$ cat config.mk
export PLATFORM = sky130hd
export DESIGN_NAME = osrb_front
export DESIGN_NICKNAME = d
export VERILOG_FILES = /design/src/rtl/osrb_pkg.sv /design/src/rtl/osrb_front.sv
export SDC_FILE = /design/constraint.sdc
export NUM_CORES = 1
export LEC_CHECK = 0
export ABC_AREA = 1
export BUFFER_PORTS_ARGS = -buffer_cell sky130_fd_sc_hd__clkbuf_2
export CAP_MARGIN = 20
export CORE_MARGIN = 8
export CORE_UTILIZATION = 40
export CTS_CLUSTER_DIAMETER = 30
export DETAILED_ROUTE_END_ITERATION = 10
export HOLD_SLACK_MARGIN = 0.05
export PLACE_DENSITY = 0.61
export SETUP_SLACK_MARGIN = 0.5
export SYNTH_ARGS = -nofsm -noshare
export SYNTH_HDL_FRONTEND = slang
export SYNTH_SLANG_ARGS = --single-unit
$ cat constraint.sdc
create_clock -name aclk -period 2.47 [get_ports aclk]
set_input_delay 0.494 -clock aclk [delete_from_list [all_inputs] [get_ports aclk]]
set_output_delay 0.494 -clock aclk [all_outputs]
set_load 0.1 [all_outputs]
$ cat src/rtl/osrb_pkg.sv
package osrb_pkg;

    localparam int DEF_CAPACITY = 32768;
    localparam int DEF_MAX_READ = 64;

    localparam int SAMPLE_W = 16;
    localparam int COUNT_W  = 7;
    localparam int CMD_W    = 2;

    // input queue between front and back
    localparam int QUEUE_DEPTH = 2;
    localparam int QAW         = $clog2(QUEUE_DEPTH);
    localparam int QCW         = $clog2(QUEUE_DEPTH + 1);

    // result queue at the output
    localparam int OUT_DEPTH = 4;
    localparam int OAW       = $clog2(OUT_DEPTH);
    localparam int OCW       = $clog2(OUT_DEPTH + 1);

    localparam logic [CMD_W-1:0] CMD_WRITE = 2'd0;
    localparam logic [CMD_W-1:0] CMD_READ  = 2'd1;
    localparam logic [CMD_W-1:0] CMD_FLUSH = 2'd2;

    typedef enum logic [1:0] {
        OP_WRITE = 2'd0,
        OP_READ  = 2'd1,
        OP_FLUSH = 2'd2
    } op_t;

    typedef struct packed {
        op_t                        op;
        logic signed [SAMPLE_W-1:0] sample;
        logic [COUNT_W-1:0]         count;
    } item_t;

    typedef struct packed {
        logic                       last;
        logic signed [SAMPLE_W-1:0] sample;
    } out_word_t;

    typedef enum logic [1:0] {
        ST_IDLE = 2'b01,
        ST_READ = 2'b10
    } back_state_t;

endpackage

$ cat src/rtl/osrb_front.sv
module osrb_front #(
    parameter int MAX_READ = osrb_pkg::DEF_MAX_READ
) (
    input  logic                aclk,
    input  logic                aresetn,
    input  logic                s_tvalid,
    output logic                s_tready,
    input  logic [23:0]         s_tdata,   // [15:0] sample_in, [22:16] burst_len, [23] zero
    input  logic [1:0]          s_tuser,   // [1:0] cmd
    output osrb_pkg::item_t     q_item,
    output logic                q_valid,
    input  logic                q_pop
);

    localparam logic [osrb_pkg::COUNT_W-1:0] MAX_R = osrb_pkg::COUNT_W'(MAX_READ);

    osrb_pkg::item_t                q_reg [osrb_pkg::QUEUE_DEPTH];
    logic [osrb_pkg::QAW-1:0]       rd_ptr_reg, rd_ptr_next;
    logic [osrb_pkg::QAW-1:0]       wr_ptr_reg, wr_ptr_next;
    logic [osrb_pkg::QCW-1:0]       cnt_reg, cnt_next;

    osrb_pkg::item_t                item_in;
    logic                           known;
    logic                           push;
    logic [osrb_pkg::COUNT_W-1:0]   req_raw;

    // decode the command and clamp the read length on the way in
    always_comb begin
        req_raw        = s_tdata[22:16];
        item_in.sample = s_tdata[15:0];
        item_in.count  = (req_raw > MAX_R) ? MAX_R : req_raw;
        item_in.op     = osrb_pkg::OP_WRITE;
        known          = 1'b1;
        case (s_tuser)
            osrb_pkg::CMD_WRITE: item_in.op = osrb_pkg::OP_WRITE;
            osrb_pkg::CMD_READ:  item_in.op = osrb_pkg::OP_READ;
            osrb_pkg::CMD_FLUSH: item_in.op = osrb_pkg::OP_FLUSH;
            default:             known      = 1'b0;
        endcase
    end

    assign s_tready = (cnt_reg < osrb_pkg::QCW'(osrb_pkg::QUEUE_DEPTH));
    // unused command codes are taken and dropped here
    assign push     = s_tvalid && s_tready && known;
    assign q_valid  = (cnt_reg != '0);
    assign q_item   = q_reg[rd_ptr_reg];

    always_comb begin
        rd_ptr_next = rd_ptr_reg;
        wr_ptr_next = wr_ptr_reg;
        cnt_next    = cnt_reg;
        if (push) begin
            wr_ptr_next = wr_ptr_reg + 1'b1;
        end
        if (q_pop && q_valid) begin
            rd_ptr_next = rd_ptr_reg + 1'b1;
        end
        if (push && !(q_pop && q_valid)) begin
            cnt_next = cnt_reg + 1'b1;
        end else if (!push && q_pop && q_valid) begin
            cnt_next = cnt_reg - 1'b1;
        end
    end

    always_ff @(posedge aclk) begin
        if (!aresetn) begin
            rd_ptr_reg <= '0;
            wr_ptr_reg <= '0;
            cnt_reg    <= '0;
        end else begin
            rd_ptr_reg <= rd_ptr_next;
            wr_ptr_reg <= wr_ptr_next;
            cnt_reg    <= cnt_next;
        end
    end

    always_ff @(posedge aclk) begin
        if (push) begin
            q_reg[wr_ptr_reg] <= item_in;
        end
    end

endmodule

==> results of run 1 <==
layer usage:
metal | vias to the layer above | global-route usage, %
met4 | 0 | 3.883
met3 | 9 | 4.239
met1 | 571 | 10.40
met5 | - | 0
met2 | 50 | 17.48
li1 | 596 | -
layout make-up:
| type | count | area (µm²) | share of cell area, % |
|---|---|---|---|
| repair buffers | 59 | 449.2 | 15.84 |
| clock inverters | 2 | 16.27 | 0.5734 |
| well taps | 72 | 90.09 | 3.176 |
| flip-flops and latches | 55 | 1605 | 56.59 |
| clock buffers | 6 | 82.58 | 2.911 |
| inverters | 16 | 60.06 | 2.117 |
| multi-input cells | 59 | 533.0 | 18.79 |
through the flow:
step,instances,hold WS [ps]
after floorplan,134,431.5
after global placement,260,443.6
after detailed placement,260,448.3
after CTS,269,368.2
after global routing,269,369.1
final,269,384.5
cell usage in the layout (no fill, tap or decap), drive strengths merged:
master / netlist / layout
edfxtp: 50 / 50
clkbuf: 1 / 40
mux2: 25 / 25
buf: 3 / 25
inv: 16 / 16
nor2: 14 / 14
nand2: 9 / 9
dfxtp: 5 / 5
o21ai: 4 / 4
a21oi: 4 / 4
nand3: 2 / 2
nand4: 1 / 1
clkinvlp: 0 / 1
clkinv: 0 / 1
cells in the mapped netlist:
cell,number
sky130_fd_sc_hd__dfxtp_1,5
sky130_fd_sc_hd__nand2_2,3
sky130_fd_sc_hd__inv_2,2
sky130_fd_sc_hd__buf_6,3
sky130_fd_sc_hd__o21ai_1,3
sky130_fd_sc_hd__nor2_2,1
sky130_fd_sc_hd__nor2_4,2
sky130_fd_sc_hd__edfxtp_1,50
sky130_fd_sc_hd__a21oi_2,1
sky130_fd_sc_hd__nor2_1,11
sky130_fd_sc_hd__nand4_1,1
sky130_fd_sc_hd__nand3_1,2
sky130_fd_sc_hd__nand2_1,6
sky130_fd_sc_hd__clkbuf_1,1
sky130_fd_sc_hd__mux2_4,20
sky130_fd_sc_hd__mux2_1,5
sky130_fd_sc_hd__a21oi_1,3
sky130_fd_sc_hd__inv_1,14
sky130_fd_sc_hd__o21ai_0,1
path summary, 6_finish.rpt:
path,cells after the start,to
max reg2reg,4,q_reg[1][15]
min,1,q_reg[0][15]
min reg2reg,1,register
max,2,q_item[0]
repair_timing:
item,CTS,global route
endpoints found under the setup margin,19,21
resized for setup,1,16
setup buffers,1,0
gates cloned,0,0
critical path, cell delays in order, from the launching register on:
cell	delay, ps
sky130_fd_sc_hd__dfxtp_4	420
sky130_fd_sc_hd__mux2_1	340
sky130_fd_sc_hd__clkbuf_2	370
cell families after synthesis:
group | Yosys count | share of synthesized area (%)
buffers and inverters | 20 | 4.382
flip-flops | 55 | 71.91
AND/OR/NAND/NOR | 26 | 5.731
AO/OA/AOI/OAI | 8 | 1.966
multiplexers | 25 | 16.01
report_power, final:
group          internal (W)  switching [W]  leakage (nW)  total, W
logic              0.000221       0.000600         0.604  0.000822
clock network      0.000229       0.000270        0.0474  0.000499
registers           0.00109      0.0000275         0.507   0.00111
total               0.00154       0.000898          1.16   0.00243
==> impl.org, run 1 <==
** Run status
- The run finished with clean final reports.

** Clock network
- Inserted Clock Buffers :: 5
- For the worst-skew pair, the clock arrives at the later sink with an insertion delay of 300 ps.
- Clock-pin slew was measured on the worst setup and hold paths at 90 ps.
- In this run the clock root is driven by a sky130_fd_sc_hd__clkbuf_8.
- After clock tree synthesis, the flow added hold-fix buffers numbering 0.
- TritonCTS Sinks :: 55
- Max clock buf depth :: 2
- CTS tree :: yes
- H-Tree Depth :: 2

** Die
- Overall die area :: 8211 µm²
- Row generation in the floorplan step produced 27 rows.
- For this design the top-level I/O count stands at 57.
- Horizontal die dimension :: 90.62 µm
- Starting Density :: 40.95%
- Core region area :: 5439 µm²
- Die height :: 90.62 µm

** Timing
- Dividing the final minimum period by the clock period gives 78.19%.
- Measured against its own limit, the worst slew margin works out to 63.62%.
- Minimum clock period after layout :: 1931 ps
- The number of pins exceeding their max-slew limit in the final report was 0.
- After layout, the worst setup slack is 538.7 ps.
- Final Hold Fails :: 0
- Setup violations remaining at the end of the flow were counted as 0.
- Worst setup skew after layout :: 5.345 ps
- Setup total negative slack on the finished layout was measured at 0 ps.
- Worst-margin pin slew :: 548.1 ps
- Setup repair after global routing could not meet its margin everywhere.
- Static timing analysis puts the maximum clock frequency at 0.5178 GHz.

** Finish
- Final std cell area, no fill :: 2836 µm²
- At the end of the flow, the number of nets in the layout was 226.
- At the end of the flow the core is filled with cells to 52.15%.
- The register with the most flip-flops in the layout has 50 of them.
- Counting the fill cells in the layout gives 467.
- The repair_antennas step left the layout with diodes totalling 0.
- Of the cells placed in the final design, the portion with a size suffix greater than 1 is 50.25%.
- From synthesis to final layout, the design area changed by 27.36%.

** Drt
- Wires add up to 4027 µm.
- The count of nets left with antenna violations once routing finished came out at 0.
- The final route contains 1226 vias.
- The detailed router put a total of 1523 µm of wire on met1.
- For this run, design rule violations remaining after detail routing come to 0.
- The first routing iteration left 78 violations.
- Before antenna repair, the detailed router went through 4 iterations.
- Top Layer Used :: met4
- Wire segments on met2 add up to 2089 µm in the final route.
- In the detailed route, the total length drawn on met3 is 343 µm.
- Vias per inst :: 4.558
- In the final routed layout, each cell accounts on average for 14.97 µm.

** Worst setup path
- STA classifies the critical path endpoint as an output port.
- The worst setup path is launched from a register.
- The worst register-to-register path begins at cnt_reg[1].
- Crit path kind :: reg -> out
- At the worst endpoint, the required time is 1980 ps.
- Across all register-to-register paths, the minimum setup slack is 880 ps.
- STA puts the critical path data arrival time at 1440 ps.
- In this run the worst path has a maximum fanout of 7.

** Pwr
- Worst supply voltage drop on vdd :: 0.3850 mV
- Final Total Pwr :: 0.002434 W
- PwrDens :: 858.0 nW/µm²
- Static Leak :: 1.158 nW

** Worst hold path
- The min-delay analysis places its worst path in the category in -> reg.
- Critical hold path startpoint :: s_tdata[8]

** Yosys
- The synthesized design contains 55 register bits.
- Synth warn :: 0
- Post-Syn Area per Cell :: 16.62 µm²
- In this run the cell area of the synthesized design comes to 2227 µm².
- Synth area leaders :: sky130_fd_sc_hd__edfxtp_1 67%, sky130_fd_sc_hd__mux2_4 13%, sky130_fd_sc_hd__dfxtp_1 4.5%
- Counting every net in the synthesized netlist gives 164.
- Sequential cell area fraction in the yosys report :: 71.91%
- After technology mapping, the gate count stands at 134.
- Cell variety after synth :: 19
- Post-synth top area cell :: sky130_fd_sc_hd__edfxtp_1
- Synth top area share :: 67.42%

** Global route
- The first global-routing pass estimated 6513 µm of wire.
- Global routing used 10.03% of the available tracks.
- Via count of the first global-routing pass :: 1352
- Entering global routing, the biggest net connects 19 pins.
- The initial antenna violation count came to 0.
- Residual overflow from global routing :: 0

** Place
- Routability-driven placement congestion ratio :: 0.7408
- Timing analysis after detailed placement gives a worst setup slack of 625.9 ps.
- Summing all placed instances gives a cell area of 2671 µm².
- Once detailed placement completed, the half-perimeter wirelength came to 3069 µm.
- Port bufs :: 55

** Run
- The tool flagged a number of max-cap violations equal to 0.
No activity file was read; power rests on OpenSTA's default activity.
==> run 2, diff against run 1 <==
Settings changed: PLACE_DENSITY 0.61 to 0.63.
Clock period 2.47 ns to 1.69 ns, I/O delays scaled along.
==> impl.org, run 2 (same netlist as run 1, synthesis figures left out) <==
** Run status
- Run status :: finished, violations left
- Failing checks :: negative setup slack

** Run
- Max-cap violations :: 0 (unchanged)

** Worst setup path
- The maximum single-stage delay on the critical path was 400 ps (-20 ps).
- Crit path kind :: reg -> out
- The largest individual stage delay along the critical path comes from the cell sky130_fd_sc_hd__dfxtp_4.
- Endpoint kind of the worst setup timing path :: output port
- The worst register-to-register path begins at cnt_reg[1].
- The arrival time at the worst endpoint was 1370 ps (-70 ps).
- By instance count, the cell type seen most on the critical path is sky130_fd_sc_hd__buf_12.
- Sort of element at the start of the critical path :: register
- Required time of the critical path :: 1350 ps (-630 ps)
- Cell breakdown of the critical path :: buf_12 > mux2_4 > buf_12
- Max FO, Critical Path :: 13 (+6)

** Drt
- The count of nets left with antenna violations after detail routing was 0 (unchanged).
- The per-cell via count in the routed design came to 4.587 (+0.64%).
- The total vias in the final route came to 1266 (+3.3%).
- Routed WL :: 4604 µm (+14%)
- The number of DRC violations after detailed-routing iteration 0 was 62 (-21%).
- The per-cell routed wire length was 16.68 µm (+11%).
- The number of remaining DRC errors was 0 (unchanged).
- The detailed-router iteration count before antenna repair is 4 (unchanged).

** Place
- The detailed placer's ending HPWL was 3256 µm (+6.1%).
- Port bufs :: 55 (unchanged)
- Worst slack, placed :: 245.2 ps (-380.7 ps)
- The weighted congestion reported at the end of routability-driven placement was 0.7169 (-3.2%).

** Clock network
- Clk slew on worst S/H paths :: 90 ps (about the same)
- H-Tree Depth :: 2 (unchanged)
- TritonCTS built the clock tree.
- Source-to-sink clock delay at the later pin of the worst-skew pair :: 300 ps (about the same)
- The sink count of the clock tree was 55 (unchanged).
- Buffer cell driving the clock tree root :: sky130_fd_sc_hd__clkbuf_8
- Number of hold buffers added after cts :: 0 (unchanged)
- Inserted Clock Buffers :: 5 (unchanged)
- Max clock buf depth :: 2 (unchanged)

** Global route
- The global-route wire length before repair was 7465 µm (+15%).
- Global-route usage over all layers :: 11.91% (+1.9 points)
- The initial antenna violation count is 0 (unchanged).
- The number of global-route vias before repair came to 1466 (+8.4%).
- The pin count of the biggest net entering global routing was 16 (-3).
- The global-route congestion overflow total was 0 (unchanged).

** Timing
- Maximum clock frequency :: 0.5855 GHz
- The final worst setup slack came to -17.99 ps (-556.7 ps).
- Minimum clock period after layout :: 1708 ps
- Slew Limit Fails :: 0 (unchanged)
- RSZ-0062 raised after global routing :: yes
- The actual slew at the worst max-slew pin came to 267.7 ps (-280.4 ps).
- The number of failing setup endpoints in the final timing report is 20 (+20).
- Final Hold Fails :: 0 (unchanged)
- The final critical path takes up 101.1% of the cycle.
- The final setup skew came to 5.605 ps (+0.2595 ps).
- Slew headroom :: 82.04% (+18 points)

** Worst hold path
- Tightest Hold Check Type :: in -> reg
- Critical hold path startpoint :: s_tdata[8]

** Finish
- The fraction of final layout cells sized beyond drive strength 1 is 57.35% (+7.1 points).
- Count of fill cells added during filler insertion :: 405 (-13%)
- Leaving out fill and tap cells, the most frequent cells in the layout are 50 x sky130_fd_sc_hd__edfxtp_1, 30 x sky130_fd_sc_hd__buf_12, 28 x sky130_fd_sc_hd__clkbuf_2.
- The flip-flop count of the largest register after layout came to 50 (unchanged).
- Area growth, synth to finish :: 50.62%
- Most frequent standard cell in the layout excluding fill and tap cells :: sky130_fd_sc_hd__edfxtp_1
- Antenna Cells :: 0 (unchanged)
- Number of nets in the finished design :: 233 (+3.1%)

** Die
- The core area is 5439 µm² (unchanged).
- Horizontal die dimension :: 90.62 µm (unchanged)
- The starting density of the core came to 40.95% (unchanged).
- The area of the die came to 8211 µm² (unchanged).
- Die height :: 90.62 µm (unchanged)
- Total number of placement rows :: 27 (unchanged)
- The count of pins on the block boundary was 57 (unchanged).

** Pwr
- Final Total Pwr :: 0.003896 W (+60%)
- Static Leak :: 1.351 nW (+17%)
- PwrDens :: 1161 nW/µm² (+35%)
- Worst supply voltage drop on vdd :: 0.6355 mV (+65%)
## run 2: changes by cell type in the layout (fill, tap and decap cells not counted), sizes merged
cell / before / now
clkbuf: 40 / 36
inv: 16 / 15
clkinv: 1 / 2
buf: 25 / 36
## run 2: worst max-delay path: cells and delay by family, from the launching register on
kind	cells	cell delay [ps]
muxes	1	330
buffers and inverters	2	340
DFF	1	400
## run 2: final timing paths
check	end	slack [ps]	depth (start not counted)
max	q_item[4]	-20	3
min	q_reg[0][15]	220	1
max reg2reg	q_reg[1][2]	280	6
min reg2reg	register	480	1
## run 2: routing by layer
layer / GRT usage [%] / routed length, µm / vias up
met5: 0 / 0 / -
met4: 4.854 / 45 / 0
met3: 4.821 / 292 / 5
met1: 11.37 / 1632 / 618
li1: - / - / 612
met2: 21.99 / 2633 / 31
## run 2: timing repair
action / in CTS / in global routing
gates cloned: 2 / 0
setup buffers: 1 / 3
endpoints found under the setup margin: 66 / 78
gates resized for setup: 19 / 11
pin swaps: 2 / 5
## run 2: layout make-up
type	count	area [µm²]	share of cell area [%]
sequential	55	1610	48.00
timing repair buffer	66	894.6	26.67
multi-input combinational	59	603.1	17.98
tap	72	90.09	2.686
inverter	16	76.32	2.275
clock buffer	6	72.57	2.163
clock inverter	2	7.507	0.2238
## run 2: report_power, final
part / internal [W] / total (W) / leakage, nW / switching (W)
Clock: 0.000283 / 0.000665 / 0.0403 / 0.000382
Sequential: 0.00159 / 0.00163 / 0.508 / 0.0000426
Combinational: 0.000628 / 0.00160 / 0.802 / 0.000972
Total: 0.00250 / 0.00390 / 1.35 / 0.00140
## run 2: metrics by stage
step	instance area [µm²]	instances	utilization [%]	hold WS [ps]	TNS (ps)
2_1_floorplan	2302	134	-	423.9	0
6_report	3354	276	61.67	223.5	-203.9
5_1_grt	3354	276	61.67	198.5	-1560
4_1_cts	3271	273	60.13	212.6	-759.8
3_3_place_gp	3048	262	56.04	438.3	0
3_5_place_dp	3048	262	56.04	448.1	0
==> run 3, diff against run 2 <==
Settings changed: GPL_TIMING_DRIVEN set to 0, SETUP_SLACK_MARGIN 0.5 to 0.02.
==> impl.org, run 3 (same netlist as run 1, synthesis figures left out) <==
** Worst setup path
- Arrival time worst endpoint :: 1450 ps (+80 ps)
- In this design, the largest share of critical-path delay is due to buffers and inverters.
- The maximum single-stage delay on the critical path came to 350 ps (-50 ps).
- The required time of the critical path was 1350 ps (about the same).
- The setup path with the least slack is of type reg -> out.
- Endpoint kind of the worst setup timing path :: output port
- Slowest-stage cell, CP :: sky130_fd_sc_hd__dfxtp_2
- In this design, the critical path's most frequently occurring cell is sky130_fd_sc_hd__clkbuf_16.
- STA classifies the critical path startpoint as a register.
- The worst path buffer plus inverter count was 3 (+1).
- Cell breakdown of the critical path :: buf_12 > clkbuf_16 > mux2_4 > clkbuf_16
- The maximum fanout encountered on the critical timing path was 6 (-7).

** Pwr
- Clock power share :: 17.5% (+0.4 points)
- Internal portion of total power :: 0.002493 W (-0.27%)
- The switching power summed over all nets is 0.001377 W (-1.3%).
- The combinational group share of total power is 40.5% (-0.6 points).
- The worst supply voltage drop on vdd came to 0.6256 mV (-1.5%).
- The portion of total power attributed to sequential cells came to 42.0% (about the same).
- The switching share of power came to 35.59% (-0.25 points).
- Static Leak :: 1.376 nW (+1.9%)
- The power density of the placed cells came to 1156 nW/µm² (-0.47%).

** Timing
- Maximum clock frequency :: 0.5581 GHz (-4.7%)
- The final setup skew is 3.685 ps (-1.919 ps).
- The number of hold violations in the final report was 0 (unchanged).
- The actual slew at the worst max-slew pin was 543.7 ps (+276.1 ps).
- The normalized max-slew margin is 63.91% (-18 points).
- RSZ-0062 raised after global routing :: yes
- Final period util :: 106.0% (+5.0 points)
- Setup slack of the critical path after layout :: -101.9 ps (-83.93 ps)
- Slew Limit Fails :: 0 (unchanged)
- Total setup violations reported at the end of the flow :: 25 (+25%)
- The shortest period the worst path allows is 1792 ps (+83.93 ps).

** Run status
- The flow ran to the end, but the final reports show violations.
- The checks that failed: negative setup slack.

** Finish
- Most frequent standard cell in the layout excluding fill and tap cells :: sky130_fd_sc_hd__edfxtp_1
- The layout net count is 232 (-0.43%).
- The filler cell count in the final layout came to 387 (-4.4%).
- The area growth from synthesis to layout is 50.34%.
- The flip-flop count of the largest register after layout was 50 (unchanged).
- The number of diodes added for antenna fixing came to 0 (unchanged).
- The area used by multi-input combinational logic came to 589.3 µm² (-2.3%).
- The final cell count without fillers is 275 (-0.36%).
- The fraction of final layout cells sized beyond drive strength 1 is 53.20% (-4.2 points).
- The top cell types in the final layout, fill and taps aside, are 50 x sky130_fd_sc_hd__edfxtp_1, 29 x sky130_fd_sc_hd__clkbuf_2, 26 x sky130_fd_sc_hd__clkbuf_16.
- The area taken by flip-flops and latches is 1603 µm² (-0.47%).
- The core occupancy in the finished layout was 61.56% (-0.12 points).

** Global route
- Global-route wire length before repair :: 6824 µm (-8.6%)
- Global-route usage over all layers :: 10.59% (-1.3 points)
- The number of global-route vias before repair was 1361 (-7.2%).
- The global-route congestion overflow total came to 0 (unchanged).
- Largest net degree at the start of global routing :: 26 (+10)
- Number of antenna violations at the first check in global routing :: 0 (unchanged)

** Clock network
- TritonCTS Sinks :: 55 (unchanged)
- The clock transition time at the flip-flop clock pins of the worst setup and hold paths was 90 ps (about the same).
- Clock tree synthesis selected as its root buffer the cell sky130_fd_sc_hd__clkbuf_8.
- The hold buffer count at cts came to 0 (unchanged).
- Source-to-sink clock delay at the later pin of the worst-skew pair :: 300 ps (about the same)
- The deepest clock path buffer count is 2 (unchanged).
- Inserted Clock Buffers :: 5 (unchanged)
- CTS tree :: yes
- H-Tree Depth :: 2 (unchanged)

** Drt
- Drt initial violations :: 51 (-18%)
- Post-route ant nets :: 0 (unchanged)
- The per-cell routed wire length came to 16.01 µm (-4.0%).
- Vias per inst :: 4.531 (-1.2%)
- Routed WL :: 4403 µm (-4.4%)
- The number of remaining DRC errors came to 0 (unchanged).
- The detailed-router iteration count before antenna repair came to 3 (-1).
- Total vias in the final route :: 1246 (-1.6%)

** Worst hold path
- The min-delay analysis places its worst path in the category in -> reg.

** Die
- Starting Density :: 40.95% (unchanged)
- The count of pins on the block boundary was 57 (unchanged).
- Core region area :: 5439 µm² (unchanged)
- The die outline height came to 90.62 µm (unchanged).
- Overall die area :: 8211 µm² (unchanged)
- The number of standard-cell rows in the floorplan was 27 (unchanged).
- The overall die width is 90.62 µm (unchanged).

** Place
- The detailed placer's ending HPWL is 2650 µm (-19%).
- Routability-driven placement congestion ratio :: 0.7010 (-2.2%)
- The placed instance count was 261 (-0.38%).
- The count of input and output buffers is 55 (unchanged).

** Run
- The count of max-cap constraint violations came to 0 (unchanged).
==> run 3: cell types whose count changed in the layout (fill, tap and decap cells not counted), moves of 2 or more <==
cell | before | now
sky130_fd_sc_hd__nand2_2 | 5 | 3
sky130_fd_sc_hd__clkbuf_16 | 2 | 26
sky130_fd_sc_hd__dfxtp_4 | 2 | 0
sky130_fd_sc_hd__buf_12 | 30 | 3
sky130_fd_sc_hd__nand2_1 | 3 | 6
sky130_fd_sc_hd__buf_8 | 2 | 0
sky130_fd_sc_hd__dfxtp_1 | 2 | 4
==> run 3: area by class of cell <==
class                           count  share of cell area (%)
Buffer                              4                   1.906
Clock buffer                        5                   2.055
Clock inverter                      3                  0.4484
Inverter                           16                   1.943
Multi-Input combinational cell     61                   17.60
Sequential cell                    55                   47.87
Tap cell                           72                   2.691
Timing Repair Buffer               59                   25.49
==> run 3: per-stage QoR <==
stage / hold WS, ps / TNS (ps) / setup slack, ps / area (µm²) / power (W)
after global routing: 203.3 / -3194 / -146.3 / 3348 / 0.003998
after detailed placement: 447.1 / -5855 / -134.0 / 2613 / 0.002777
after floorplan: 431.5 / 0 / 45.72 / 2247 / 0.002613
final: 226.5 / -1938 / -101.9 / 3348 / 0.003871
after global placement: 441.5 / -5815 / -134.1 / 2613 / 0.002769
after CTS: 215.8 / -2201 / -111.6 / 3291 / 0.003848
==> run 3: layer usage <==
| layer | GRT usage (%) | vias up | wire length, µm |
|---|---|---|---|
| met4 | 2.913 | 0 | 0 |
| met1 | 11.48 | 599 | 1886 |
| met5 | 0 | - | 0 |
| met3 | 4.073 | 0 | 267 |
| li1 | - | 612 | - |
| met2 | 18.70 | 35 | 2249 |
==> run 3: power by group through the flow <==
stage          sequential (W)  clock, W  combinational [W]
2_1_floorplan         0.00164         0           0.000970
3_3_place_gp          0.00165         0            0.00112
3_5_place_dp          0.00165         0            0.00113
4_1_cts               0.00162  0.000694            0.00153
5_1_grt               0.00163  0.000745            0.00162
6_report              0.00163  0.000679            0.00157
==> run 3: repair_timing <==
action,in CTS,in global routing
pin swaps,1,1
endpoints found under the setup margin,76,62
resized for setup,93,6
buffers inserted,2,0
gates cloned,2,2
==> run 3: path summary, 6_finish.rpt <==
kind,end,slack [ps],cells after the start,startpoint
max,q_item[17],-100,4,register
min,q_reg[1][9],230,1,s_tdata[2]
max reg2reg,q_reg[1][0],220,3,cnt_reg[1]
min reg2reg,register,470,1,rd_ptr_reg
